[src/design/dfr_pkg.sv]
// Shared types and constants of the delimited frame receiver.
// Depends on nothing; used by every design module but dfr_checker, and by the testbench.
package dfr_pkg;

    // Width of one serial byte and of the configuration data bus.
    localparam int BYTE_W = 8;
    localparam int CFG_W  = 32;

    // Reset values of the delimiter registers ('<' and '>').
    localparam logic [BYTE_W-1:0] DEF_START_DELIM = 8'h3C;
    localparam logic [BYTE_W-1:0] DEF_END_DELIM   = 8'h3E;

    // Register indexes on the configuration port.
    typedef enum logic {
        REG_START_DELIM = 1'b0,
        REG_END_DELIM   = 1'b1
    } t_reg_idx;

    // Delimiter settings handed from the register file to the controller.
    typedef struct packed {
        logic [BYTE_W-1:0] start_d;
        logic [BYTE_W-1:0] end_d;
    } t_delims;

endpackage

[src/design/dfr_store.sv]
// Frame store: simple dual-port memory with registered read.
// Depends on dfr_pkg for the byte width.
module dfr_store
    import dfr_pkg::*;
#(
    parameter int DEPTH = 16,
    parameter int AW    = 4
) (
    input  logic              i_clk,
    input  logic              i_we,
    input  logic [AW-1:0]     i_waddr,
    input  logic [BYTE_W-1:0] i_wdata,
    input  logic              i_re,
    input  logic [AW-1:0]     i_raddr,
    output logic [BYTE_W-1:0] o_rdata
);

    logic [BYTE_W-1:0] r_mem [DEPTH];
    logic [BYTE_W-1:0] r_rdata;

    // Write port.
    always_ff @(posedge i_clk) begin
        if (i_we) begin
            r_mem[i_waddr] <= i_wdata;
        end
    end

    // Read port; the data holds until the next read.
    always_ff @(posedge i_clk) begin
        if (i_re) begin
            r_rdata <= r_mem[i_raddr];
        end
    end

    assign o_rdata = r_rdata;

endmodule

[src/design/dfr_ctrl.sv]
// Frame controller: delimiter detection, store write-back and frame readout.
// Depends on dfr_pkg; drives the dfr_store memory ports.
module dfr_ctrl
    import dfr_pkg::*;
#(
    parameter int FRAME_LEN = 16,
    parameter int CW        = 4
) (
    input  logic              i_clk,
    input  logic              i_rst_n,
    input  t_delims           i_delims,
    // Received byte stream.
    input  logic              i_in_valid,
    output logic              o_in_ready,
    input  logic [BYTE_W-1:0] i_in_byte,
    // Frame byte stream.
    output logic              o_out_valid,
    input  logic              i_out_ready,
    output logic [BYTE_W-1:0] o_out_byte,
    output logic              o_out_last,
    // Memory ports.
    output logic              o_mem_we,
    output logic [CW-1:0]     o_mem_waddr,
    output logic [BYTE_W-1:0] o_mem_wdata,
    output logic              o_mem_re,
    output logic [CW-1:0]     o_mem_raddr,
    input  logic [BYTE_W-1:0] i_mem_rdata
);

    typedef enum logic [1:0] {
        ST_RECV  = 2'b01,
        ST_DRAIN = 2'b10
    } t_state;

    localparam logic [CW-1:0] FULL_IDX = CW'(FRAME_LEN - 2);

    t_state            r_state, n_state;
    logic              r_in_frame, n_in_frame;
    logic [CW-1:0]     r_fill, n_fill;
    logic [CW-1:0]     r_rd_idx, n_rd_idx;
    logic [CW-1:0]     r_last_idx, n_last_idx;
    logic              r_rd_vld, n_rd_vld;
    logic              r_rd_last, n_rd_last;
    logic              r_out_vld, n_out_vld;
    logic [BYTE_W-1:0] r_out_byte;
    logic              r_out_last;

    logic accept;
    logic is_start;
    logic is_end;
    logic move;
    logic issue;

    assign o_in_ready = (r_state == ST_RECV);
    assign accept     = i_in_valid && o_in_ready;
    assign is_start   = (i_in_byte == i_delims.start_d);
    assign is_end     = (i_in_byte == i_delims.end_d);

    // Readout pipeline: the memory read register feeds the output register.
    assign move  = r_rd_vld && (!r_out_vld || i_out_ready);
    assign issue = (r_state == ST_DRAIN) && (!r_rd_vld || move);

    assign o_mem_wdata = i_in_byte;
    assign o_mem_re    = issue;
    assign o_mem_raddr = r_rd_idx;

    // Byte classification and write-back into the frame store.
    always_comb begin
        n_state     = r_state;
        n_in_frame  = r_in_frame;
        n_fill      = r_fill;
        n_rd_idx    = r_rd_idx;
        n_last_idx  = r_last_idx;
        n_rd_vld    = r_rd_vld;
        n_rd_last   = r_rd_last;
        o_mem_we    = 1'b0;
        o_mem_waddr = r_fill;

        if (accept) begin
            if (is_start) begin
                // A start delimiter always opens a fresh frame at entry zero.
                o_mem_we    = 1'b1;
                o_mem_waddr = '0;
                n_fill      = CW'(1);
                n_in_frame  = 1'b1;
            end else if (!r_in_frame) begin
                // Idle: the byte is discarded.
            end else if (r_fill == FULL_IDX && !is_end) begin
                // Frame overflow: drop the byte and go idle.
                n_fill     = '0;
                n_in_frame = 1'b0;
            end else if (is_end) begin
                // Closing delimiter: store it and start the readout.
                o_mem_we   = 1'b1;
                n_last_idx = r_fill;
                n_rd_idx   = '0;
                n_fill     = '0;
                n_in_frame = 1'b0;
                n_state    = ST_DRAIN;
            end else begin
                o_mem_we = 1'b1;
                n_fill   = r_fill + CW'(1);
            end
        end

        // Read sequencing during the readout.
        if (issue) begin
            n_rd_vld  = 1'b1;
            n_rd_last = (r_rd_idx == r_last_idx);
            n_rd_idx  = r_rd_idx + CW'(1);
            if (r_rd_idx == r_last_idx) begin
                n_state = ST_RECV;
            end
        end else if (move) begin
            n_rd_vld = 1'b0;
        end
    end

    // Output register valid flag.
    always_comb begin
        n_out_vld = r_out_vld;
        if (move) begin
            n_out_vld = 1'b1;
        end else if (i_out_ready) begin
            n_out_vld = 1'b0;
        end
    end

    // Control state.
    always_ff @(posedge i_clk) begin
        if (!i_rst_n) begin
            r_state    <= ST_RECV;
            r_in_frame <= 1'b0;
            r_fill     <= '0;
            r_rd_idx   <= '0;
            r_last_idx <= '0;
            r_rd_vld   <= 1'b0;
            r_rd_last  <= 1'b0;
            r_out_vld  <= 1'b0;
        end else begin
            r_state    <= n_state;
            r_in_frame <= n_in_frame;
            r_fill     <= n_fill;
            r_rd_idx   <= n_rd_idx;
            r_last_idx <= n_last_idx;
            r_rd_vld   <= n_rd_vld;
            r_rd_last  <= n_rd_last;
            r_out_vld  <= n_out_vld;
        end
    end

    // Output payload.
    always_ff @(posedge i_clk) begin
        if (move) begin
            r_out_byte <= i_mem_rdata;
            r_out_last <= r_rd_last;
        end
    end

    assign o_out_valid = r_out_vld;
    assign o_out_byte  = r_out_byte;
    assign o_out_last  = r_out_last;

endmodule

[src/design/delimited_frame_receiver.sv]
// Delimited frame receiver. Received bytes enter on the slave stream at one
// item per cycle while input is not held off; bytes are dropped until the
// start delimiter, then stored in a FRAME_LEN-entry frame memory. A start
// delimiter restarts the frame, and a non-end byte arriving when FRAME_LEN-2
// bytes are held drops the frame. When the end delimiter arrives, the stored
// frame of n bytes (delimiters included, 2 to FRAME_LEN-1) leaves on the
// master stream, tlast on the closing delimiter. The single memory read port
// streams the frame out at one item per cycle while the output takes items,
// so input is held off from the closing delimiter until the read of the last
// byte is issued, and longer while the output stalls. The first frame byte
// passes from the readout state through the memory read register and the
// output register. The last two bytes may still wait in the read and output
// registers while new input is taken. Delimiters are set through the APB
// port: start at 0x0, end at 0x4.
module delimited_frame_receiver
    import dfr_pkg::*;
#(
    parameter int FRAME_LEN = 16
) (
    input  logic              i_clk,
    input  logic              i_rst_n,
    // Configuration port.
    input  logic              i_psel,
    input  logic              i_penable,
    input  logic              i_pwrite,
    input  logic [2:0]        i_paddr,
    input  logic [CFG_W-1:0]  i_pwdata,
    output logic [CFG_W-1:0]  o_prdata,
    output logic              o_pready,
    // Received bytes.
    input  logic              i_s_axis_tvalid,
    output logic              o_s_axis_tready,
    input  logic [BYTE_W-1:0] i_s_axis_tdata,   // [7:0] rx_byte
    // Frame bytes.
    output logic              o_m_axis_tvalid,
    input  logic              i_m_axis_tready,
    output logic [BYTE_W-1:0] o_m_axis_tdata,   // [7:0] frame_byte
    output logic              o_m_axis_tlast    // frame_last
);

    localparam int CW = $clog2(FRAME_LEN);

    logic [BYTE_W-1:0] r_start_delim;
    logic [BYTE_W-1:0] r_end_delim;
    t_delims           delims;
    t_reg_idx          reg_idx;
    logic              cfg_wr;

    logic              mem_we;
    logic [CW-1:0]     mem_waddr;
    logic [BYTE_W-1:0] mem_wdata;
    logic              mem_re;
    logic [CW-1:0]     mem_raddr;
    logic [BYTE_W-1:0] mem_rdata;

    // Register file on the APB port.
    assign o_pready = 1'b1;
    assign reg_idx  = t_reg_idx'(i_paddr[2]);
    assign cfg_wr   = i_psel && i_penable && i_pwrite && o_pready;

    always_ff @(posedge i_clk) begin
        if (!i_rst_n) begin
            r_start_delim <= DEF_START_DELIM;
            r_end_delim   <= DEF_END_DELIM;
        end else if (cfg_wr) begin
            unique case (reg_idx)
                REG_START_DELIM: r_start_delim <= i_pwdata[BYTE_W-1:0];
                REG_END_DELIM:   r_end_delim   <= i_pwdata[BYTE_W-1:0];
                default:         ;
            endcase
        end
    end

    always_comb begin
        o_prdata = '0;
        unique case (reg_idx)
            REG_START_DELIM: o_prdata[BYTE_W-1:0] = r_start_delim;
            REG_END_DELIM:   o_prdata[BYTE_W-1:0] = r_end_delim;
            default:         o_prdata = '0;
        endcase
    end

    assign delims.start_d = r_start_delim;
    assign delims.end_d   = r_end_delim;

    // Frame controller.
    dfr_ctrl #(
        .FRAME_LEN (FRAME_LEN),
        .CW        (CW)
    ) u_ctrl (
        .i_clk       (i_clk),
        .i_rst_n     (i_rst_n),
        .i_delims    (delims),
        .i_in_valid  (i_s_axis_tvalid),
        .o_in_ready  (o_s_axis_tready),
        .i_in_byte   (i_s_axis_tdata),
        .o_out_valid (o_m_axis_tvalid),
        .i_out_ready (i_m_axis_tready),
        .o_out_byte  (o_m_axis_tdata),
        .o_out_last  (o_m_axis_tlast),
        .o_mem_we    (mem_we),
        .o_mem_waddr (mem_waddr),
        .o_mem_wdata (mem_wdata),
        .o_mem_re    (mem_re),
        .o_mem_raddr (mem_raddr),
        .i_mem_rdata (mem_rdata)
    );

    // Frame memory.
    dfr_store #(
        .DEPTH (FRAME_LEN),
        .AW    (CW)
    ) u_store (
        .i_clk   (i_clk),
        .i_we    (mem_we),
        .i_waddr (mem_waddr),
        .i_wdata (mem_wdata),
        .i_re    (mem_re),
        .i_raddr (mem_raddr),
        .o_rdata (mem_rdata)
    );

endmodule

[config.mk]
export PLATFORM = sky130hd
export DESIGN_NAME = delimited_frame_receiver
export DESIGN_NICKNAME = d
export VERILOG_FILES = /design/src/design/dfr_pkg.sv /design/src/design/dfr_store.sv /design/src/design/dfr_ctrl.sv /design/src/design/delimited_frame_receiver.sv
export SDC_FILE = /design/constraint.sdc
export NUM_CORES = 1
export LEC_CHECK = 0
export ABC_AREA = 1
export BUFFER_PORTS_ARGS = -buffer_cell sky130_fd_sc_hd__buf_2
export CAP_MARGIN = 20
export CORE_ASPECT_RATIO = 0.5
export CORE_MARGIN = 5
export CORE_UTILIZATION = 52
export CTS_BUF_LIST = sky130_fd_sc_hd__clkbuf_4 sky130_fd_sc_hd__clkbuf_8 sky130_fd_sc_hd__clkbuf_16
export DETAILED_ROUTE_END_ITERATION = 10
export PLACE_DENSITY = 0.79
export SLEW_MARGIN = 30
export SYNTH_ARGS = -nofsm -noshare
export SYNTH_HDL_FRONTEND = slang
export SYNTH_SLANG_ARGS = --single-unit
export TNS_END_PERCENT = 1
[constraint.sdc]
create_clock -name i_clk -period 1.7 [get_ports i_clk]
set_input_delay 0.255 -clock i_clk [delete_from_list [all_inputs] [get_ports i_clk]]
set_output_delay 0.255 -clock i_clk [all_outputs]
set_load 0.02 [all_outputs]
==> results.toml, run 1 <==
[place]
gp_congestion = 0.884
dpl-instance-area_um2 = 8770
portBuffers = 42
dpl_worst_slack_ps = -291
dp.cells = 997
dp_hpwl_um = 11700

[die]
dieArea_um2 = 17600
std_cell_rows = 31
io_pins = 94
die_height_um = 96.3
start_util_pct = 53.3
die_x_um = 183
core_um2 = 14500

[min_path]
min_path_type = "in -> reg"
min_from = "i_pwdata[3]"
whs_path_depth = 3

[synthesis]
async_flop_share_pct = 0
synth_top_flop_cell = "edfxtp_1"
synth-compound-area-share_pct = 12.4
synth_xor_xnor_area_share_pct = 0.904
synthSimpleGateAreaFrac_pct = 13.0
ys_ff_latch = 179
muxShareOfSynthArea_pct = 1.16
synth_edf_count = 145
synth_cell_types = 38
synth_fa_ha_area_share_pct = 0.484
synth_top_family_by_area = "simple AND/OR/NAND/NOR gates"
syn_area_per_cell_um2 = 10.9
synth_area_um2 = 7750
netlist_instances = 714
ys_warn_count = 0
yosysSeqAreaShare_pct = 64.9

[global_route]
antenna_found_initial = 0
grt_max_degree = 48
grt_usage_pct = 21.4
grt_pass1_wl_um = 28700
grt-ovfl-total = 0
first_global_vias = 5654

[setup_path]
arrival_ps = 1980
worstReg2RegStart = "r_start_delim[6]"
path_cells = "xnor2_1, nand2_2, nor2_4, nand3_4, nand2_4, nand2_4, buf_6, nor2_4, buf_12"
crit_cells = 9
crit_slowest_cell = "dfxtp_1"
critPathRequiredTime_ps = 1840
reg2reg_depth = 9
path_max_fanout = 8
start_kind = "register"
crit_family = "simple AND/OR/NAND/NOR gates"
critPathLaunch = "r_start_delim[6]"
end_kind = "register"
max_stage_delay_ps = 330
critPathKind = "reg -> reg"
critPathBufInv = 2

[pwr]
switching_power_w = 0.00198
finalPower_w = 0.00904
power.density_nw_per_um2 = 938
p_sw_share_pct = 21.9
power_leakage_nw = 3.62
internal_power_w = 0.00706
seq_power_share_pct = 52.5
comb_power_share_pct = 4.1
peakVddDrop_uv = 743
p_clk_share_pct = 43.4

[route]
drt-total-wl_um = 18400
dr.pass1.iters = 5
wire_per_inst_um = 17.8
viasPerCell = 5.46
drtAntennaViolNets = 0
drc_errors = 0
drt-initial-drc-count = 586
route.vias.total = 5644

[run_status]
status = "complete, but fails checks"
violations = "negative setup slack"

[cts]
cts.clk_slew.worst_paths_ps = 70
clkSinkCount = 179
root_buffer = "clkbuf_16"
cts_buffers = 17
cts_htree_levels = 4
clk_latency_ps = 430
clockBufferDepth = 2
cts_tree = "done"
cts_hold_buf = 0

[layout]
fin_nets = 875
utilization_pct = 66.3
drive_gt1_share_pct = 30.7
nFillCells = 1000
instances_no_fill = 1033
antenna_cells = 0
area_delta_synth_final_pct = 24.3
final_area_um2 = 9640

[timing]
fin_ws_ps = -146
timing.final.crit_share_pct = 109
fmaxAchievable_mhz = 542
finalCriticalPeriod_ps = 1850
rsz0062_at_grt = "yes"
hold_viol_final = 0
drv_slew = 0
skew_ps = 12.4
setup_viol = 129

[run]
drv_cap = 0
## worst min-delay path: stages
cell and delay [ps]:
buf_2 90, a21oi_1 50, o21ai_0 60
## sequential cells by signal (all words and copies together) (netlist names)
signal and cells:
u_store.r_mem 128, r_end_delim 8, r_start_delim 8, u_ctrl.o_out_byte 8, u_store.o_rdata 8, u_ctrl.o_mem_raddr 4, u_ctrl.r_fill 4, u_ctrl.r_last_idx 4
u_ctrl.r_state 2, u_ctrl.o_out_last 1, u_ctrl.o_out_valid 1, u_ctrl.r_in_frame 1, u_ctrl.r_rd_last 1, u_ctrl.r_rd_vld 1
## per-stage QoR
stage / hold WS (ps) / setup TNS (ps)
floorplan: 354 / -3170
global placement: 405 / -25470
detailed placement: 409 / -25560
CTS: 46.4 / -6860
global route: 82.1 / -24540
finish: 55.9 / -12530
## layer usage
metal  global-route usage [%]  up-vias  share of wire, %  wire length (um)
met5                        0        -                 0                 0
met4                     8.43        0               2.4               440
met3                     3.89       37               7.5              1380
met2                     37.5      266                49              9000
met1                     27.0     2693                41              7560
li1                         -     2648                 -                 -
## layout by cell type (no fill, tap or decap), types with 16 or more instances in the layout
cell | synthesis | final
buf_2 | 10 | 42
a21oi_1 | 31 | 30
clkbuf_16 | 0 | 17
o211ai_1 | 24 | 24
nand3_1 | 17 | 16
edfxtp_1 | 145 | 145
nor2_4 | 4 | 21
conb_1 | 2 | 25
o21ai_0 | 81 | 80
inv_2 | 9 | 19
dfxtp_2 | 0 | 19
nor2_1 | 104 | 84
buf_4 | 28 | 61
inv_1 | 43 | 33
nand2_1 | 92 | 76
## what timing repair did
item / 4_1_cts / 5_1_grt
setup endpoints to repair: 128 / 132
pin swaps: 15 / 26
gates resized for setup: 43 / 37
buffers inserted: 2 / 2
## power groups by stage
stage               Combinational, W  Clock (W)  Sequential (W)
finish                      0.000367    0.00393         0.00474
global route                0.000404    0.00415         0.00474
CTS                         0.000346    0.00396         0.00474
detailed placement          0.000338          0         0.00484
global placement            0.000330          0         0.00484
floorplan                   0.000216          0         0.00484
## synthesized netlist by cell type, drive strengths merged, types with 2 or more instances
master	number	share of area, %
xor2	5	0.56
nor2	112	5.9
ha	3	0.48
xnor2	3	0.34
nor3	3	0.26
clkbuf	13	0.65
nand3	19	1.5
inv	52	2.5
conb	2	0.097
and2	2	0.16
a21oi	34	2.3
buf	43	3.8
o211ai	24	2.3
dfxtp	34	8.8
clkinv	2	0.097
o21ai	98	6.4
nand2	98	5.0
o221ai	9	1.0
mux2i	9	1.2
edfxtp	145	56
## kinds of logic after synthesis
group,after synthesis
AND/OR/NAND/NOR,235
flip-flops,179
AO/OA/AOI/OAI,168
buffers and inverters,110
multiplexers,9
XOR/XNOR,8
adder cells (fa/ha/maj),3
other,2
## final cells by class
type	instances	area, um2	share of cell area (%)
Multi-Input combinational cell	448	2530	26.2
Clock inverter	15	171	1.78
Tap cell	198	248	2.57
Clock buffer	17	425	4.41
Inverter	54	203	2.10
Sequential cell	179	5060	52.5
Timing Repair Buffer	122	1000	10.4
## worst paths after layout
check | to | slack, ps
max | u_store.r_mem[14][7] | -150
min | r_start_delim[3] | 60
max reg2reg | u_store.r_mem[14][7] | -150
min reg2reg | u_ctrl.o_out_byte[2] | 420
Power figures use the tool's default switching activity.
==> run 2, diff against run 1 <==
- REMOVE_ABC_BUFFERS: unset -> 1
==> run 2 against run 1 <==
Against the previous run: the run still ends with negative setup slack left; cell count decreased by 1.4%; via count is 1.8% higher; die area unchanged; non-clock buffer count decreased by 14; largest power group unchanged; highest routed layer unchanged.
==> results.toml, run 2 (synthesized netlist as in run 1, its figures left out) <==
[pwr]
power.density_nw_per_um2 = 979
p_clk_share_pct = 44.4
seq_power_share_pct = 51.8
p_sw_share_pct = 21.6
power_leakage_nw = 3.51
comb_power_share_pct = 3.8
finalPower_w = 0.00916
switching_power_w = 0.00197
internal_power_w = 0.00718
peakVddDrop_uv = 710

[run_status]
violations = "negative setup slack"
status = "complete, but fails checks"

[place]
dpl-instance-area_um2 = 8450
dp_hpwl_um = 11300
portBuffers = 42
gp_congestion = 0.833

[run]
drv_cap = 0

[global_route]
grt_max_degree = 42
grt_usage_pct = 21.3
antenna_found_initial = 0
first_global_vias = 5488
grt_pass1_wl_um = 28600
grt-ovfl-total = 0

[die]
dieArea_um2 = 17600
start_util_pct = 53.3
die_x_um = 183
die_height_um = 96.3
std_cell_rows = 31
io_pins = 94
core_um2 = 14500

[layout]
regArea_um2 = 5060
area_delta_synth_final_pct = 20.7
drive_gt1_share_pct = 27.3
layout_common_cells = "edfxtp_1, nor2_1, nand2_1"
utilization_pct = 64.3
fin_nets = 861
antenna_cells = 0
final_area_um2 = 9360
nFillCells = 1005
top_register = "u_store.r_mem"
largest_reg_flops = 128
layout_commonest_cell = "edfxtp_1"
multi_input_area_um2 = 2430

[cts]
cts.clk_slew.worst_paths_ps = 70
cts_hold_buf = 0
cts_htree_levels = 4
clockBufferDepth = 2
clk_latency_ps = 430
cts_tree = "done"
cts_buffers = 17
root_buffer = "clkbuf_16"
clkSinkCount = 179

[timing]
relSlewSlack_pct = 62.6
rsz0062_at_grt = "yes"
skew_ps = 11.7
setup_viol = 128
tightest_slew_ps = 560
holdWs_ps = 57.8
timing.final.crit_share_pct = 109
hold_viol_final = 0
drv_slew = 0
fin_ws_ps = -152
fmaxAchievable_mhz = 540
finalCriticalPeriod_ps = 1850
tns_ps = -8800

[setup_path]
max_stage_delay_ps = 360
critPathRequiredTime_ps = 1830
path_cells = "xnor2_1, nand2_2, nor2_4, nand3_4, o21ai_4, inv_2, nor3_4, buf_6"
critPathBufInv = 2
start_kind = "register"
crit_family = "simple AND/OR/NAND/NOR gates"
end_kind = "register"
path_max_fanout = 8
crit_slowest_cell = "dfxtp_1"
arrival_ps = 1980
critPathKind = "reg -> reg"

[route]
drt-initial-drc-count = 626
wire_per_inst_um = 18.3
route.vias.total = 5748
dr.pass1.iters = 5
drc_errors = 0
viasPerCell = 5.64
drtAntennaViolNets = 0
drt-total-wl_um = 18700

[min_path]
min_path_type = "in -> reg"
## run 2: what timing repair did
| action | CTS | global route |
|---|---|---|
| gates cloned | 0 | 0 |
| setup endpoints to repair | 130 | 132 |
| pin swaps | 25 | 16 |
| gates resized for setup | 61 | 26 |
| setup buffers | 2 | 3 |
## run 2: power by group through the flow
| stage | Combinational [W] | Sequential, W | Clock (W) |
|---|---|---|---|
| floorplan | 0.000160 | 0.00484 | 0 |
| global placement | 0.000314 | 0.00484 | 0 |
| detailed placement | 0.000323 | 0.00484 | 0 |
| CTS | 0.000336 | 0.00474 | 0.00406 |
| global route | 0.000385 | 0.00474 | 0.00429 |
| finish | 0.000351 | 0.00474 | 0.00406 |
## run 2: tightest hold or removal path: cells and delay by family
kind	cells	cell delay, ps
AO/OA/AOI/OAI	2	110
buffers and inverters	1	90
## run 2: area by class of cell
type	instances	share of cell area, %
inverters	54	2.22
multi-input cells	448	26.0
flip-flops and latches	179	54.0
repair buffers	108	8.59
clock inverters	14	1.90
well taps	198	2.65
clock buffers	18	4.63
## run 2: path summary, 6_finish.rpt
kind	from	to	slack (ps)	cells after the start
min reg2reg	u_store.o_rdata[5]	u_ctrl.o_out_byte[5]	420	0
min	i_pwdata[3]	r_start_delim[3]	60	3
max reg2reg	r_start_delim[3]	u_store.r_mem[8][0]	-150	8
max	r_start_delim[3]	u_store.r_mem[8][0]	-150	8
## run 2: metal layers
| layer | share of wire [%] | vias up | GRT usage, % |
|---|---|---|---|
| met5 | 0 | - | 0 |
| met4 | 2.8 | 0 | 8.68 |
| met3 | 10 | 55 | 5.32 |
| met2 | 48 | 336 | 35.7 |
| met1 | 39 | 2728 | 27.1 |
| li1 | - | 2629 | - |
## run 2: metrics by stage
stage / instances / worst slack, ps
5_1_grt: 1019 / -232
3_5_place_dp: 982 / -240
3_3_place_gp: 982 / -206
2_1_floorplan: 681 / -1220
4_1_cts: 1016 / -68.7
6_report: 1019 / -152
